File: src/rtl/bcrlo_pkg.sv
`default_nettype none
// ----------------------------------------------------------------------------
// bcrlo_pkg
// Types, opcodes and GF(2^8) helpers shared by the AES round linear operations
// block.
// ----------------------------------------------------------------------------
package bcrlo_pkg;

    localparam int OPCODE_W = 3;
    localparam int HALF_W   = 64;
    localparam int NUM_BYTES = 16;

    // Reduction polynomial x^8 + x^4 + x^3 + x + 1 with the carry bit dropped.
    localparam logic [7:0] GF_POLY = 8'h1B;
    localparam logic [7:0] GF_MSB  = 8'h80;

    typedef enum logic [OPCODE_W-1:0] {
        OP_ADD_KEY   = 3'd0,
        OP_SHIFT     = 3'd1,
        OP_INV_SHIFT = 3'd2,
        OP_MIX       = 3'd3,
        OP_INV_MIX   = 3'd4
    } t_opcode;

    // Byte i of the block is element i.
    typedef logic [NUM_BYTES-1:0][7:0] t_block;
    typedef logic [3:0][7:0] t_column;

    function automatic logic [7:0] gf_xtime(input logic [7:0] a);
        logic [7:0] s;
        s = {a[6:0], 1'b0};
        if ((a & GF_MSB) != 8'h00) begin
            s = s ^ GF_POLY;
        end
        return s;
    endfunction

endpackage : bcrlo_pkg
`default_nettype wire

File: src/rtl/bcrlo_in_if.sv
`default_nettype none
// ----------------------------------------------------------------------------
// bcrlo_in_if
// Input channel: opcode, block and round key with a valid/ready handshake.
// ----------------------------------------------------------------------------
interface bcrlo_in_if
    import bcrlo_pkg::*;
();
    logic                valid;
    logic                ready;
    logic [OPCODE_W-1:0] opcode;
    logic [HALF_W-1:0]   state_low;
    logic [HALF_W-1:0]   state_high;
    logic [HALF_W-1:0]   round_key_low;
    logic [HALF_W-1:0]   round_key_high;

    modport source (
        output valid, opcode, state_low, state_high, round_key_low, round_key_high,
        input  ready
    );

    modport sink (
        input  valid, opcode, state_low, state_high, round_key_low, round_key_high,
        output ready
    );
endinterface : bcrlo_in_if
`default_nettype wire

File: src/rtl/bcrlo_out_if.sv
`default_nettype none
// ----------------------------------------------------------------------------
// bcrlo_out_if
// Result channel: transformed block with a valid/ready handshake.
// ----------------------------------------------------------------------------
interface bcrlo_out_if
    import bcrlo_pkg::*;
();
    logic              valid;
    logic              ready;
    logic [HALF_W-1:0] result_low;
    logic [HALF_W-1:0] result_high;

    modport source (
        output valid, result_low, result_high,
        input  ready
    );

    modport sink (
        input  valid, result_low, result_high,
        output ready
    );
endinterface : bcrlo_out_if
`default_nettype wire

File: src/rtl/bcrlo_mix.sv
`default_nettype none
// ----------------------------------------------------------------------------
// bcrlo_mix
// One column of MixColumns or InvMixColumns, selected by i_inv.
// ----------------------------------------------------------------------------
module bcrlo_mix
    import bcrlo_pkg::*;
(
    input  wire logic    i_inv,
    input  wire t_column i_col,
    output t_column      o_col
);

    // Per input byte: the product by each circulant coefficient position.
    logic [3:0][3:0][7:0] w_prod;
    logic [3:0][7:0]      w_x2;
    logic [3:0][7:0]      w_x4;
    logic [3:0][7:0]      w_x8;

    always_comb begin
        for (int k = 0; k < 4; k++) begin
            w_x2[k] = gf_xtime(i_col[k]);
            w_x4[k] = gf_xtime(w_x2[k]);
            w_x8[k] = gf_xtime(w_x4[k]);
            if (i_inv) begin
                w_prod[k][0] = w_x8[k] ^ w_x4[k] ^ w_x2[k];      // 14
                w_prod[k][1] = w_x8[k] ^ w_x2[k] ^ i_col[k];     // 11
                w_prod[k][2] = w_x8[k] ^ w_x4[k] ^ i_col[k];     // 13
                w_prod[k][3] = w_x8[k] ^ i_col[k];               // 9
            end else begin
                w_prod[k][0] = w_x2[k];                          // 2
                w_prod[k][1] = w_x2[k] ^ i_col[k];               // 3
                w_prod[k][2] = i_col[k];                         // 1
                w_prod[k][3] = i_col[k];                         // 1
            end
        end
    end

    always_comb begin
        for (int r = 0; r < 4; r++) begin
            o_col[r] = 8'h00;
            for (int k = 0; k < 4; k++) begin
                o_col[r] = o_col[r] ^ w_prod[k][2'(k - r + 4)];
            end
        end
    end

endmodule : bcrlo_mix
`default_nettype wire

File: src/rtl/bcrlo_alu.sv
`default_nettype none
// ----------------------------------------------------------------------------
// bcrlo_alu
// Combinational datapath: add round key, (inverse) shift rows and (inverse)
// mix columns on one 16-byte block, selected by the opcode.
// ----------------------------------------------------------------------------
module bcrlo_alu
    import bcrlo_pkg::*;
(
    input  wire logic [OPCODE_W-1:0] i_opcode,
    input  wire t_block              i_state,
    input  wire t_block              i_key,
    output t_block                   o_result
);

    t_block w_shift;
    t_block w_inv_shift;
    t_block w_mix;
    logic   w_inv;

    // Column c holds bytes 4c..4c+3; row r is the offset inside the column.
    always_comb begin
        for (int c = 0; c < 4; c++) begin
            for (int r = 0; r < 4; r++) begin
                w_shift[r + 4 * c]     = i_state[r + 4 * int'(2'(c + r))];
                w_inv_shift[r + 4 * c] = i_state[r + 4 * int'(2'(c + 4 - r))];
            end
        end
    end

    assign w_inv = (i_opcode == OP_INV_MIX);

    for (genvar g = 0; g < 4; g++) begin : g_col
        bcrlo_mix u_mix (
            .i_inv (w_inv),
            .i_col (i_state[4 * g +: 4]),
            .o_col (w_mix[4 * g +: 4])
        );
    end

    // Opcodes without an operation pass the block through.
    always_comb begin
        case (i_opcode)
            OP_ADD_KEY:   o_result = i_state ^ i_key;
            OP_SHIFT:     o_result = w_shift;
            OP_INV_SHIFT: o_result = w_inv_shift;
            OP_MIX:       o_result = w_mix;
            OP_INV_MIX:   o_result = w_mix;
            default:      o_result = i_state;
        endcase
    end

endmodule : bcrlo_alu
`default_nettype wire

File: src/rtl/block_cipher_round_linear_ops.sv
`default_nettype none
// ----------------------------------------------------------------------------
// block_cipher_round_linear_ops
// AES round linear operations with an input register and a result register.
// ----------------------------------------------------------------------------
// One item enters per cycle while input ready is high. An accepted item is
// captured in the input register, the opcode-selected operation (add round
// key, shift rows, inverse shift rows, mix columns or inverse mix columns)
// is computed in one pass of XOR logic, and the result is held in the
// result register until the sink takes it. Unused opcodes pass the block
// through unchanged. The two registers form a stalling pipeline, so a full
// result register does not stop the input register from taking an item;
// input ready falls only when both hold items and the sink is not ready.
// ----------------------------------------------------------------------------
module block_cipher_round_linear_ops
    import bcrlo_pkg::*;
(
    input  wire logic    i_clk,
    input  wire logic    i_rst_n,
    bcrlo_in_if.sink     i_in,
    bcrlo_out_if.source  o_out
);

    logic                r_s1_valid;
    logic                n_s1_valid;
    logic [OPCODE_W-1:0] r_s1_opcode;
    t_block              r_s1_state;
    t_block              r_s1_key;
    logic                r_s2_valid;
    logic                n_s2_valid;
    t_block              r_s2_result;

    t_block w_result;
    logic   w_s2_load;
    logic   w_s1_load;

    assign w_s2_load = !r_s2_valid || o_out.ready;
    assign i_in.ready = !r_s1_valid || w_s2_load;
    assign w_s1_load = i_in.valid && i_in.ready;

    always_comb begin
        n_s1_valid = r_s1_valid;
        n_s2_valid = r_s2_valid;
        if (w_s2_load) begin
            n_s2_valid = r_s1_valid;
        end
        if (i_in.ready) begin
            n_s1_valid = i_in.valid;
        end
    end

    always_ff @(posedge i_clk) begin
        if (!i_rst_n) begin
            r_s1_valid <= 1'b0;
            r_s2_valid <= 1'b0;
        end else begin
            r_s1_valid <= n_s1_valid;
            r_s2_valid <= n_s2_valid;
        end
    end

    always_ff @(posedge i_clk) begin
        if (w_s1_load) begin
            r_s1_opcode <= i_in.opcode;
            r_s1_state  <= {i_in.state_high, i_in.state_low};
            r_s1_key    <= {i_in.round_key_high, i_in.round_key_low};
        end
        if (w_s2_load && r_s1_valid) begin
            r_s2_result <= w_result;
        end
    end

    bcrlo_alu u_alu (
        .i_opcode (r_s1_opcode),
        .i_state  (r_s1_state),
        .i_key    (r_s1_key),
        .o_result (w_result)
    );

    assign o_out.valid       = r_s2_valid;
    assign o_out.result_low  = r_s2_result[NUM_BYTES/2-1:0];
    assign o_out.result_high = r_s2_result[NUM_BYTES-1:NUM_BYTES/2];

endmodule : block_cipher_round_linear_ops
`default_nettype wire

File: src/flat_wrapper.sv
// flat-port wrapper written by rule: the top's interface ports become plain ports
module block_cipher_round_linear_ops_flat import bcrlo_pkg::*;
  (i_clk, i_rst_n, i_in_valid, i_in_opcode, i_in_state_low, i_in_state_high, i_in_round_key_low, i_in_round_key_high, i_in_ready, o_out_valid, o_out_result_low, o_out_result_high, o_out_ready);
  bcrlo_in_if i_in_i ();
  bcrlo_out_if o_out_i ();
  input  wire logic i_clk;
  input  wire logic i_rst_n;
  input wire logic [$bits(i_in_i.valid)-1:0] i_in_valid;
  input wire logic [$bits(i_in_i.opcode)-1:0] i_in_opcode;
  input wire logic [$bits(i_in_i.state_low)-1:0] i_in_state_low;
  input wire logic [$bits(i_in_i.state_high)-1:0] i_in_state_high;
  input wire logic [$bits(i_in_i.round_key_low)-1:0] i_in_round_key_low;
  input wire logic [$bits(i_in_i.round_key_high)-1:0] i_in_round_key_high;
  output wire logic [$bits(i_in_i.ready)-1:0] i_in_ready;
  output wire logic [$bits(o_out_i.valid)-1:0] o_out_valid;
  output wire logic [$bits(o_out_i.result_low)-1:0] o_out_result_low;
  output wire logic [$bits(o_out_i.result_high)-1:0] o_out_result_high;
  input wire logic [$bits(o_out_i.ready)-1:0] o_out_ready;
  assign i_in_i.valid = i_in_valid;
  assign i_in_i.opcode = i_in_opcode;
  assign i_in_i.state_low = i_in_state_low;
  assign i_in_i.state_high = i_in_state_high;
  assign i_in_i.round_key_low = i_in_round_key_low;
  assign i_in_i.round_key_high = i_in_round_key_high;
  assign i_in_ready = i_in_i.ready;
  assign o_out_valid = o_out_i.valid;
  assign o_out_result_low = o_out_i.result_low;
  assign o_out_result_high = o_out_i.result_high;
  assign o_out_i.ready = o_out_ready;
  block_cipher_round_linear_ops u_core (.i_clk(i_clk), .i_rst_n(i_rst_n), .i_in(i_in_i), .o_out(o_out_i));
endmodule
File: config.mk
export PLATFORM = sky130hd
export DESIGN_NAME = block_cipher_round_linear_ops_flat
export DESIGN_NICKNAME = d
export VERILOG_FILES = /design/src/rtl/bcrlo_pkg.sv /design/src/rtl/bcrlo_in_if.sv /design/src/rtl/bcrlo_out_if.sv /design/src/rtl/bcrlo_mix.sv /design/src/rtl/bcrlo_alu.sv /design/src/rtl/block_cipher_round_linear_ops.sv /design/src/flat_wrapper.sv
export SDC_FILE = /design/constraint.sdc
export NUM_CORES = 1
export LEC_CHECK = 0
export ABC_AREA = 1
export BUFFER_PORTS_ARGS = -buffer_cell sky130_fd_sc_hd__clkbuf_2
export CORE_UTILIZATION = 40
export DETAILED_ROUTE_END_ITERATION = 16
export SETUP_SLACK_MARGIN = 0.15
export SLEW_MARGIN = 30
export SYNTH_ARGS = -nofsm -noshare
export SYNTH_HDL_FRONTEND = slang
export SYNTH_SLANG_ARGS = --single-unit
File: constraint.sdc
create_clock -name i_clk -period 20.5 [get_ports i_clk]
set_clock_uncertainty 0.05 [all_clocks]
set_input_delay 1.025 -clock i_clk [delete_from_list [all_inputs] [get_ports i_clk]]
set_output_delay 1.025 -clock i_clk [all_outputs]
set_load 0.05 [all_outputs]
* Word level (Yosys, flattened, before mapping)
Cells that the tools add are included.
** Storage, ports and cells
- Output and inout bits :: 130
- Input bits :: 263
- Word-level logic and storage cells :: 65
- Bits in registers :: 389
** Cells by class
- Muxes and demuxes :: 1
- Reduce and logical (&&, ||, !) cells :: 8
- Eq/ne operators :: 4
- Bitwise operators :: 1
** Operators with widths (count)
- case mux 128 bit (4 select lines) :: 1
- bitwise XOR 128 bit :: 1
- == test 3 x 2 -> 1 bit (second input constant) :: 2
- == test 3 x 1 -> 1 bit (second input constant) :: 1
- == test 3 bit (second input constant) :: 1
- logical NOT 3 bit :: 1
- logical AND 1 bit :: 2
- logical NOT 1 bit :: 2
- logical OR 1 bit :: 2
- OR reduction 2 bit :: 1

* Longest topological paths before layout
Gate-level depths: netlist of run 1.
- Depth in word-level cells :: 4
- Mapped depth :: 7
- Mapped depth without buffers :: 6

* Modules after synthesis
From an unflattened synthesis of run 1, not the netlist that was laid out.
** Unflattened totals
- Cells, all modules :: 1536
- Area, all modules :: 17506.8 µm²
** By module, submodules not included
- block_cipher_round_linear_ops :: area an instance 11716.2 µm², times used 1, cells each 400, seq. area each 11661.2 µm²
- bcrlo_alu :: area an instance 4814.6 µm², times used 1, cells each 1004, seq. area each 0.0 µm²
- bcrlo_mix :: area an instance 244.0 µm², times used 4, cells each 33, seq. area each 0.0 µm²

* Worst setup path before layout of run 1
OpenSTA, ideal clock, no wires.
- Path kind :: in2reg
- Start :: input port o_out_ready
- End :: register u_core.r_s2_result (netlist bit u_core.o_out.result_high[0]), enable pin
- Path buffers :: 0
- Setup time :: 0.657 ns
- Stages on the path :: 2
- Path slack :: 12.569 ns
- Required time :: 19.793 ns
- Data arrival time :: 7.224 ns
- Path through :: inv_1 a21oi_1
** Between the ends
- Word-level cells in the longest chain between the ends :: 2
** RTL lines
- start, declared :: RTL line flat_wrapper.sv:18 : input wire logic [$bits(o_out_i.ready)-1:0] o_out_ready;
- logical OR 1 bit :: RTL line block_cipher_round_linear_ops.sv:37 : assign w_s2_load = !r_s2_valid || o_out.ready;
- logical AND 1 bit :: RTL line block_cipher_round_linear_ops.sv:68 : if (w_s2_load && r_s1_valid) begin
- end signal, assigned :: RTL line block_cipher_round_linear_ops.sv:69 : r_s2_result <= w_result;
- end, declared :: RTL line block_cipher_round_linear_ops.sv:31 : t_block r_s2_result;
Every way passes these cells.
A chain may end at the register's enable or synchronous reset.

* Worst setup path in the final report of run 1
- Start :: input port o_out_ready
- End :: register u_core.r_s1_key[107] (netlist bit), enable pin
** Between the ends
- Word-level cells in the longest chain between the ends :: 3
** RTL lines
- logical OR 1 bit :: RTL line block_cipher_round_linear_ops.sv:37
- logical OR 1 bit :: RTL line block_cipher_round_linear_ops.sv:38 : assign i_in.ready = !r_s1_valid || w_s2_load;
- logical AND 1 bit :: RTL line block_cipher_round_linear_ops.sv:39 : assign w_s1_load = i_in.valid && i_in.ready;
- via u_core.w_s1_load :: RTL line block_cipher_round_linear_ops.sv:35 : logic w_s1_load;
- end signal, assigned :: RTL line block_cipher_round_linear_ops.sv:66 : r_s1_key <= {i_in.round_key_high, i_in.round_key_low};
- end, declared :: RTL line block_cipher_round_linear_ops.sv:28 : t_block r_s1_key;
The timed path passes the listed nets, and every way through them passes these cells.

==> metrics.txt, run 1 <==
DRC 0; Slew Viols, Final 0; WL/cell 16.4 microns; largest net degree at the start of global routing 131; post-route setup TNS 0 ns; power share of the clock group 0.393; Hold Path Class register to register; H-tree depth 2; final net count 1823; fin worst setup slack 17.31 ns; flops & latches, synth 389; PortBufs 392; RSZ-0062 raised after global routing no; synthesized net count 1411; max_slew headroom 0.382; Logic pwr share 0.091; Post-Syn Instances 1148; Sink Count 389; distinct cell type count after synthesis 19; Tcrit/Tclk final 0.156; slew of the pin with the lowest slew margin 0.927 ns; P_int 1.41 mW; vias in the first global route 9214; Worst Hold Depth 2; Achievable Freq 0.313 GHz; cts bufs inserted 43; Setup Crit Path Kind primary input to register; clock latency on the worst-skew pair 0.57 ns; Die W 197 microns; Initial Utilization 0.405; GR Overflow Total 0; GRT Total Usage 0.175; io pins 393; first-pass GRT wire length 50.9 mm; # rows 71; Setup WS pre-CTS 16.24 ns; yosys warns 0; fraction of layout cells with a size suffix above 1 0.291; mapped cell area 15200 sq um; crit end category register; clk slew on worst S/H paths 0.06 ns; Die ar. 38800 sq um; sequential cell fraction of total power 0.515; area grow syn2layout 24.8%; root buf cell clkbuf_16; Via density 4.62; number of max-cap violations 0; final core occ 0.506; critical path peak fanout 71; status completed; Iter 0 DRT Violations 597; CTS tree done; Routed Wire Length 34.5 mm; most common cell after layout, fill and taps aside clkbuf_2; Reg2Reg Depth 7; Tmin final 3.19 ns; Worst EP arrival 3.32 ns; Final setup violation count 0; part of the Yosys area used for sequential elements 0.768; switching power total 0.449 mW; clock buffer depth 3; fin area 19000 sq um; Worst EP required 20.63 ns; IR drop worst, VDD 0.0000878 V; Cell Pwr Density 98.0 nW/um^2; Placer Congestion 0.788; antenna violations before repair 2; DR vias 9740; count of final hold-check violations 0; hold buffer count at cts 0; Leak 7.98 nW; Die Ht 197 microns; CTS-repair resized insts 0; Startpoint Class primary input; Core ar. 37500 sq um; DRT antenna net count 0; switching share of total power 0.242; Setup Buffers After CTS 0; highest-count cells in the layout ignoring fill and taps 392 x clkbuf_2, 387 x edfxtp_1, 373 x nand2_1; instance area at placement 17600 sq um; drt pass-1 iters 5; dpl hpwl 23.0 mm; Post-Syn Area per Cell 13.2 sq um
-- metal layers --
metal | track usage | vias up | wire (microns)
met2 | 0.278 | 361 | 15900
met3 | 0.0690 | 58 | 3690
li1 | - | 4742 | -
met4 | 0.0557 | 4 | 772
met5 | 0 | - | 26
met1 | 0.219 | 4575 | 14100
-- final timing paths --
kind / startpoint / to / slack, ns
min: u_core.r_s1_state[3] / u_core.o_out.result_low[3] / 0.48
min reg2reg: u_core.r_s1_state[3] / u_core.o_out.result_low[3] / 0.48
max: o_out_ready / u_core.r_s1_key[107] / 17.31
max reg2reg: u_core.r_s1_opcode[2] / u_core.o_out.result_low[33] / 17.53
-- per-stage QoR --
stage               std cells  hold slack, ns  power, mW
global route             2105           0.509       1.93
global placement         2025           0.457       1.14
detailed placement       2025           0.467       1.15
floorplan                1148           0.397       1.09
CTS                      2104           0.480       1.88
finish                   2106           0.482       1.86
-- area by class of cell --
type                       count  area (sq um)
fill                        3278         18500
sequential                   389         11700
multi-input combinational    669          3060
timing repair buffer         401          2050
clock buffer                  50          1100
tap                          511           639
inverter                      56           220
clock inverter                29           219
antenna                        1          2.50
-- power groups by stage --
stage,clock network (mW),registers [mW],logic [mW]
finish,0.731,0.958,0.169
global route,0.779,0.963,0.185
CTS,0.750,0.958,0.171
detailed placement,0,0.975,0.171
global placement,0,0.973,0.168
floorplan,0,1.03,0.0634
-- critical path: stages --
cell and delay, ns:
clkbuf_2 0.08, inv_1 0.07, nand3_1 0.14, nand2_1 0.18
inv_8 0.29, buf_4 0.64, buf_4 0.84
-- Yosys cell counts --
master	n	share of area
a21o_1	1	0.00049
a21oi_1	3	0.00099
buf_2	13	0.0043
buf_4	1	0.00049
buf_6	17	0.013
clkbuf_1	3	0.00074
dfxtp_1	2	0.0026
edfxtp_1	387	0.76
inv_1	55	0.014
inv_2	1	0.00025
nand2_1	373	0.092
nand2_2	1	0.00041
nand3_1	81	0.027
nand3b_1	16	0.0079
nor2_1	97	0.024
nor2_2	1	0.00041
o21ai_0	32	0.011
xnor2_1	32	0.018
xor2_1	32	0.018
-- flip-flops by register name (all words and copies together) (netlist names) --
name,cells
u_core.o_out.result_high,64
u_core.o_out.result_low,64
u_core.o_out.valid,1
u_core.r_s1_key,128
u_core.r_s1_opcode,3
u_core.r_s1_state,128
u_core.r_s1_valid,1
-- kinds of logic after synthesis --
logic type                synth area share
and+or+nand+nor                      0.152
buffers and inverters               0.0320
xor gates and xnor gates            0.0369
AOI/OAI and AO/OA                   0.0120
DFF                                  0.768
No activity file was read; power rests on OpenSTA's default activity.
==> run 2: changes to the inputs <==
--- a/config.mk
+++ b/config.mk
@@ -9,6 +9,7 @@
 export BUFFER_PORTS_ARGS = -buffer_cell sky130_fd_sc_hd__clkbuf_2
 export CORE_UTILIZATION = 40
 export DETAILED_ROUTE_END_ITERATION = 16
+export PLACE_DENSITY = 0.66
 export SETUP_SLACK_MARGIN = 0.15
 export SLEW_MARGIN = 30
 export SYNTH_ARGS = -nofsm -noshare
==> constraint.sdc (replaced) <==
create_clock -name i_clk -period 2.9 [get_ports i_clk]
set_clock_uncertainty 0.05 [all_clocks]
set_input_delay 0.145 -clock i_clk [delete_from_list [all_inputs] [get_ports i_clk]]
set_output_delay 0.145 -clock i_clk [all_outputs]
set_load 0.05 [all_outputs]
==> run 2 against run 1 <==
Power grew to 7.3 times the previous value. Cell count is 13% higher. Sequential power rose to 7.1 times the previous value. Die area stayed put. Critical endpoint is now u_core.o_out.result_low[46]. Non-clock buffer count rose by 278. Critical path depth decreased by 4.
==> metrics.txt, run 2 (same netlist as run 1, synthesis figures left out) <==
Die ar. 38800 sq um (unchanged); crit end category register; antenna violations before repair 3 (+1); Startpoint Class register; count of final hold-check violations 0 (unchanged); Die W 197 microns (unchanged); final net count 2101 (+15%); slew of the pin with the lowest slew margin 0.854 ns (-0.0736 ns); Via density 4.63 (about the same); Slew Viols, Final 0 (unchanged); clk slew on worst S/H paths 0.06 ns (about the same); PortBufs 392 (unchanged); highest-count cells in the layout ignoring fill and taps 392 x clkbuf_2, 387 x edfxtp_1, 372 x nand2_1; Die Ht 197 microns (unchanged); status completed; WL/cell 16.7 microns (+2.1%); root buf cell clkbuf_16; Final setup violation count 0 (unchanged); DR vias 11.0k (+13%); area grow syn2layout 44.0%; cts bufs inserted 43 (unchanged); RSZ-0062 raised after global routing no; final core occ 0.584 (+0.0779); largest net degree at the start of global routing 97 (-26%); most common cell after layout, fill and taps aside clkbuf_2; Worst EP required 3.08 ns (-17.55 ns); drt pass-1 iters 6 (+1); Setup WS pre-CTS 0.986 ns (-15.25 ns); Achievable Freq 0.550 GHz; Routed Wire Length 39.8 mm (+16%); Filler cells 2852 (-13%); DRC 0 (unchanged); Pwr Total 13.6 mW (+630%); Hold Path Class primary input to register; GR Overflow Total 0 (unchanged); # rows 71 (unchanged); biggest regs u_core.r_s1_key: 128 flops, u_core.r_s1_state: 128 flops; Sink Count 389 (unchanged); vias in the first global route 11.3k (+23%); Setup Crit Path Kind register to register; number of max-cap violations 0 (unchanged); CTS tree done; clock latency on the worst-skew pair 0.54 ns (-0.03 ns); Iter 0 DRT Violations 568 (-4.9%); DRT antenna net count 0 (unchanged); GRT Total Usage 0.203 (+0.0276); fraction of layout cells with a size suffix above 1 0.256 (-0.0347); Initial Utilization 0.405 (unchanged); max_slew headroom 0.430 (+0.0478); first-pass GRT wire length 59.9 mm (+18%); Cell Pwr Density 624 nW/um^2 (+540%); Placer Congestion 0.815 (+3.4%); CTS-repair resized insts 0 (unchanged); Tmin final 1.82 ns; io pins 393 (unchanged); critical path peak fanout 29 (-59%); H-tree depth 2 (unchanged); Core ar. 37500 sq um (unchanged); fin worst setup slack 1.08 ns (-16.23 ns); Worst EP arrival 2.00 ns (-1.32 ns); post-route setup TNS 0 ns (unchanged); IR drop worst, VDD 0.000568 V (+550%); dpl hpwl 24.5 mm (+6.5%); Leak 9.20 nW (+15%); clock buffer depth 3 (unchanged); Tcrit/Tclk final 0.626
==> run 2: per-stage QoR <==
stage	area, sq um	instances	hold slack [ns]
2_1_floorplan	15200	1148	0.194
3_3_place_gp	17900	2041	0.271
3_5_place_dp	17900	2041	0.274
4_1_cts	21900	2379	0.215
5_1_grt	21900	2381	0.231
6_report	21900	2382	0.250
==> run 2: area by class of cell <==
type                            instances  area, sq um  share of cell area
Timing Repair Buffer                  679         4910               0.224
Tap cell                              511          639              0.0292
Clock buffer                           56         1170              0.0534
Inverter                               56          216             0.00989
Multi-Input combinational cell        669         3080               0.141
Clock inverter                         19          189             0.00863
Sequential cell                       389        11700               0.533
Antenna cell                            3         7.51            0.000343
==> run 2: metal layers <==
| layer | share of wire | vias up | GRT usage |
|---|---|---|---|
| met1 | 0.39 | 5196 | 0.234 |
| met5 | 0 | - | 0 |
| met4 | 0.029 | 0 | 0.0795 |
| met3 | 0.087 | 70 | 0.0578 |
| met2 | 0.49 | 450 | 0.355 |
| li1 | - | 5310 | - |
==> run 2: path summary, 6_finish.rpt <==
| check | from | endpoint | slack (ns) | depth (start not counted) |
|---|---|---|---|---|
| hold reg to reg | u_core.r_s1_state[36] | u_core.o_out.result_low[36] | 0.49 | 2 |
| setup / recovery | u_core.r_s1_valid | u_core.o_out.result_low[46] | 1.08 | 3 |
| setup reg to reg | u_core.r_s1_valid | u_core.o_out.result_low[46] | 1.08 | 3 |
| hold / removal | o_out_ready | u_core.o_out.result_low[22] | 0.25 | 3 |
==> run 2: what timing repair did <==
| action | in CTS | in global routing |
|---|---|---|
| endpoints found under the hold margin | 261 | 0 |
| buffers inserted | 0 | 0 |
| hold buffers | 263 | 0 |
==> run 2: where the power goes <==
group / internal, mW / leakage (nW) / switching, mW
combinational: 0.633 / 4.79 / 0.930
sequential: 6.60 / 3.76 / 0.179
clock: 3.18 / 0.656 / 2.13
==> run 2: worst max-delay path, cell delays in order, from the launching register on <==
cell	delay, ns
dfxtp_1	0.37
inv_1	0.10
a21oi_4	0.66
buf_12	0.30
==> run 3: changes to the inputs <==
--- a/config.mk
+++ b/config.mk
@@ -9,7 +9,6 @@
 export BUFFER_PORTS_ARGS = -buffer_cell sky130_fd_sc_hd__clkbuf_2
 export CORE_UTILIZATION = 40
 export DETAILED_ROUTE_END_ITERATION = 16
-export PLACE_DENSITY = 0.66
 export SETUP_SLACK_MARGIN = 0.15
 export SLEW_MARGIN = 30
 export SYNTH_ARGS = -nofsm -noshare
==> constraint.sdc (replaced) <==
create_clock -name i_clk -period 1.7 [get_ports i_clk]
set_clock_uncertainty 0.05 [all_clocks]
set_input_delay 0.085 -clock i_clk [delete_from_list [all_inputs] [get_ports i_clk]]
set_output_delay 0.085 -clock i_clk [all_outputs]
set_load 0.05 [all_outputs]
==> run 3 against run 2 <==
Routed wire length fell by 1.2%. Die area did not move. Combinational power rose by 76%. Core utilization rose by 0.60 points. Power rose by 67%. Sequential share of layout area fell by 0.54 points. Sequential power rose by 71%. Non-clock buffer count rose by 17. Global-route usage fell by 0.53 points. Clock-buffer cell count rose by 5. Clock power rose by 60%. Largest cell class unchanged.
==> metrics.txt, run 3 (same netlist as run 1, synthesis figures left out) <==
launching point of the worst reg2reg path u_core.r_s1_opcode[1]; Routed Wire Length 39.3 mm (-1.2%); # rows 71 (unchanged); H-tree depth 2 (unchanged); Reg2Reg Depth 7 (+4); non-filler cells, final 2395 (+0.55%); Setup WS pre-CTS 0.150 ns (-0.836 ns); max incr delay on CP 0.40 ns (-0.26 ns); IR drop worst, VDD 0.000895 V (+58%); Hold WS 0.196 ns (-0.0546 ns); GRT Total Usage 0.197 (-0.00534); most common cell after layout, fill and taps aside clkbuf_2; Cell Pwr Density 1030 nW/um^2 (+65%); CTS tree done; DRC 0 (unchanged); clock latency on the worst-skew pair 0.55 ns (about the same); max_slew headroom 0.766 (+0.336); Startpoint Class register; PortBufs 392 (unchanged); Hold Path Class primary input to register; root buf cell clkbuf_16; largest net degree at the start of global routing 57 (-41%); fin worst setup slack 0.217 ns (-0.866 ns); RSZ-0062 raised after global routing yes; highest-count cells in the layout ignoring fill and taps 392 x clkbuf_2, 387 x edfxtp_1, 372 x nand2_1; Worst Min Path Start i_in_round_key_low[13]; fin area 22100 sq um (+1.0%); Worst EP arrival 1.72 ns (-0.28 ns); crit-path cells inv_1 -> nand2_2 -> clkinv_4 -> buf_12 -> clkbuf_16 -> nand2_1 -> nand3_1; vias in the first global route 11.3k (-0.36%); area grow syn2layout 45.5%; Die ar. 38800 sq um (unchanged); clock buffer depth 3 (unchanged); Core ar. 37500 sq um (unchanged); Final setup violation count 0 (unchanged); first-pass GRT wire length 58.9 mm (-1.6%); slew of the pin with the lowest slew margin 0.353 ns (-0.501 ns); Achievable Freq 0.674 GHz (+23%); critical path peak fanout 22 (-24%); DR vias 11.0k (-0.31%); Hold Crit Endpoint u_core.r_s1_key[13]; Initial Utilization 0.405 (unchanged); Leak 9.30 nW (+1.1%); WL/cell 16.4 microns (-1.8%); Worst Hold Depth 2 (-1); antenna violations before repair 1 (-2); io pins 393 (unchanged); Filler cells 2952 (+3.5%); Die Ht 197 microns (unchanged); Slowest-stage cell, CP edfxtp_1; fraction of layout cells with a size suffix above 1 0.262 (+0.00539); Sink Count 389 (unchanged); Via density 4.59 (-0.85%); clk slew on worst S/H paths 0.06 ns (about the same); post-route setup TNS 0 ns (unchanged); drt pass-1 iters 5 (-1); reg2reg end u_core.o_out.result_high[42]; count of final hold-check violations 0 (unchanged); status completed; DRT antenna net count 0 (unchanged); Setup Crit Path Kind register to register; register-to-register setup slack 0.22 ns (-0.87 ns); Worst EP required 1.94 ns (-1.14 ns); dpl cells 2050 (+0.44%); number of max-cap violations 0 (unchanged); Tcrit/Tclk final 0.872 (+0.246); cts bufs inserted 42 (-2.3%); Slew Viols, Final 0 (unchanged); instance area at placement 18100 sq um (+1.0%); Die W 197 microns (unchanged); Placer Congestion 0.808 (-0.86%); biggest regs u_core.r_s1_key: 128 flops, u_core.r_s1_state: 128 flops; GR Overflow Total 0 (unchanged); Iter 0 DRT Violations 523 (-7.9%); crit end category register; final net count 2117 (+0.76%); dpl hpwl 24.4 mm (-0.42%); Tmin final 1.48 ns (-0.334 ns)
-- run 3: worst max-delay path by stage --
stage | startpoint | end | slack [ns]
2_1_floorplan | u_core.o_out.valid | u_core.r_s1_key[0] | -3.41
3_3_place_gp | u_core.r_s1_opcode[2] | u_core.o_out.result_low[33] | 0.20
3_5_place_dp | u_core.r_s1_opcode[2] | u_core.o_out.result_low[3] | 0.15
4_1_cts | u_core.r_s1_opcode[2] | u_core.o_out.result_low[3] | 0.17
5_1_grt | u_core.r_s1_opcode[0] | u_core.o_out.result_low[61] | 0.12
6_report | u_core.r_s1_opcode[1] | u_core.o_out.result_high[42] | 0.22
-- run 3: report_power, final --
part | total (mW) | switching [mW] | internal [mW]
Clock | 8.48 | 3.51 | 4.97
Combinational | 2.75 | 1.60 | 1.15
Sequential | 11.6 | 0.297 | 11.3
-- run 3: routing by layer --
metal	vias up	track usage	part of all wire
met3	78	0.0534	0.086
met4	0	0.0801	0.030
li1	5343	-	-
met5	-	0	0
met2	471	0.335	0.49
met1	5100	0.238	0.40
-- run 3: critical path: cells and delay by family, from the launching register on --
| family | cells | cell delay, ns |
|---|---|---|
| buffers and inverters | 4 | 0.51 |
| flip-flops | 1 | 0.40 |
| AND/OR/NAND/NOR | 3 | 0.26 |
-- run 3: cell type report --
cell class	instances	area (sq um)	share of cell area
diodes	1	2.50	0.000113
clock buffers	61	1190	0.0537
clock inverters	12	81.3	0.00368
inverters	56	219	0.00991
multi-input cells	669	3080	0.140
flip-flops and latches	389	11700	0.528
well taps	511	639	0.0289
repair buffers	696	5230	0.236
-- run 3: per-stage QoR --
step | util | power (mW)
global route | 0.590 | 23.6
global placement | 0.482 | 13.9
CTS | 0.586 | 22.9
detailed placement | 0.482 | 13.9
finish | 0.590 | 22.8
floorplan | - | 13.1
-- run 3: what timing repair did --
action | CTS | global route
gates resized for setup | 0 | 3
hold buffers | 264 | 0
setup endpoints to repair | 0 | 57
buffers inserted | 0 | 4
endpoints found under the hold margin | 261 | 0
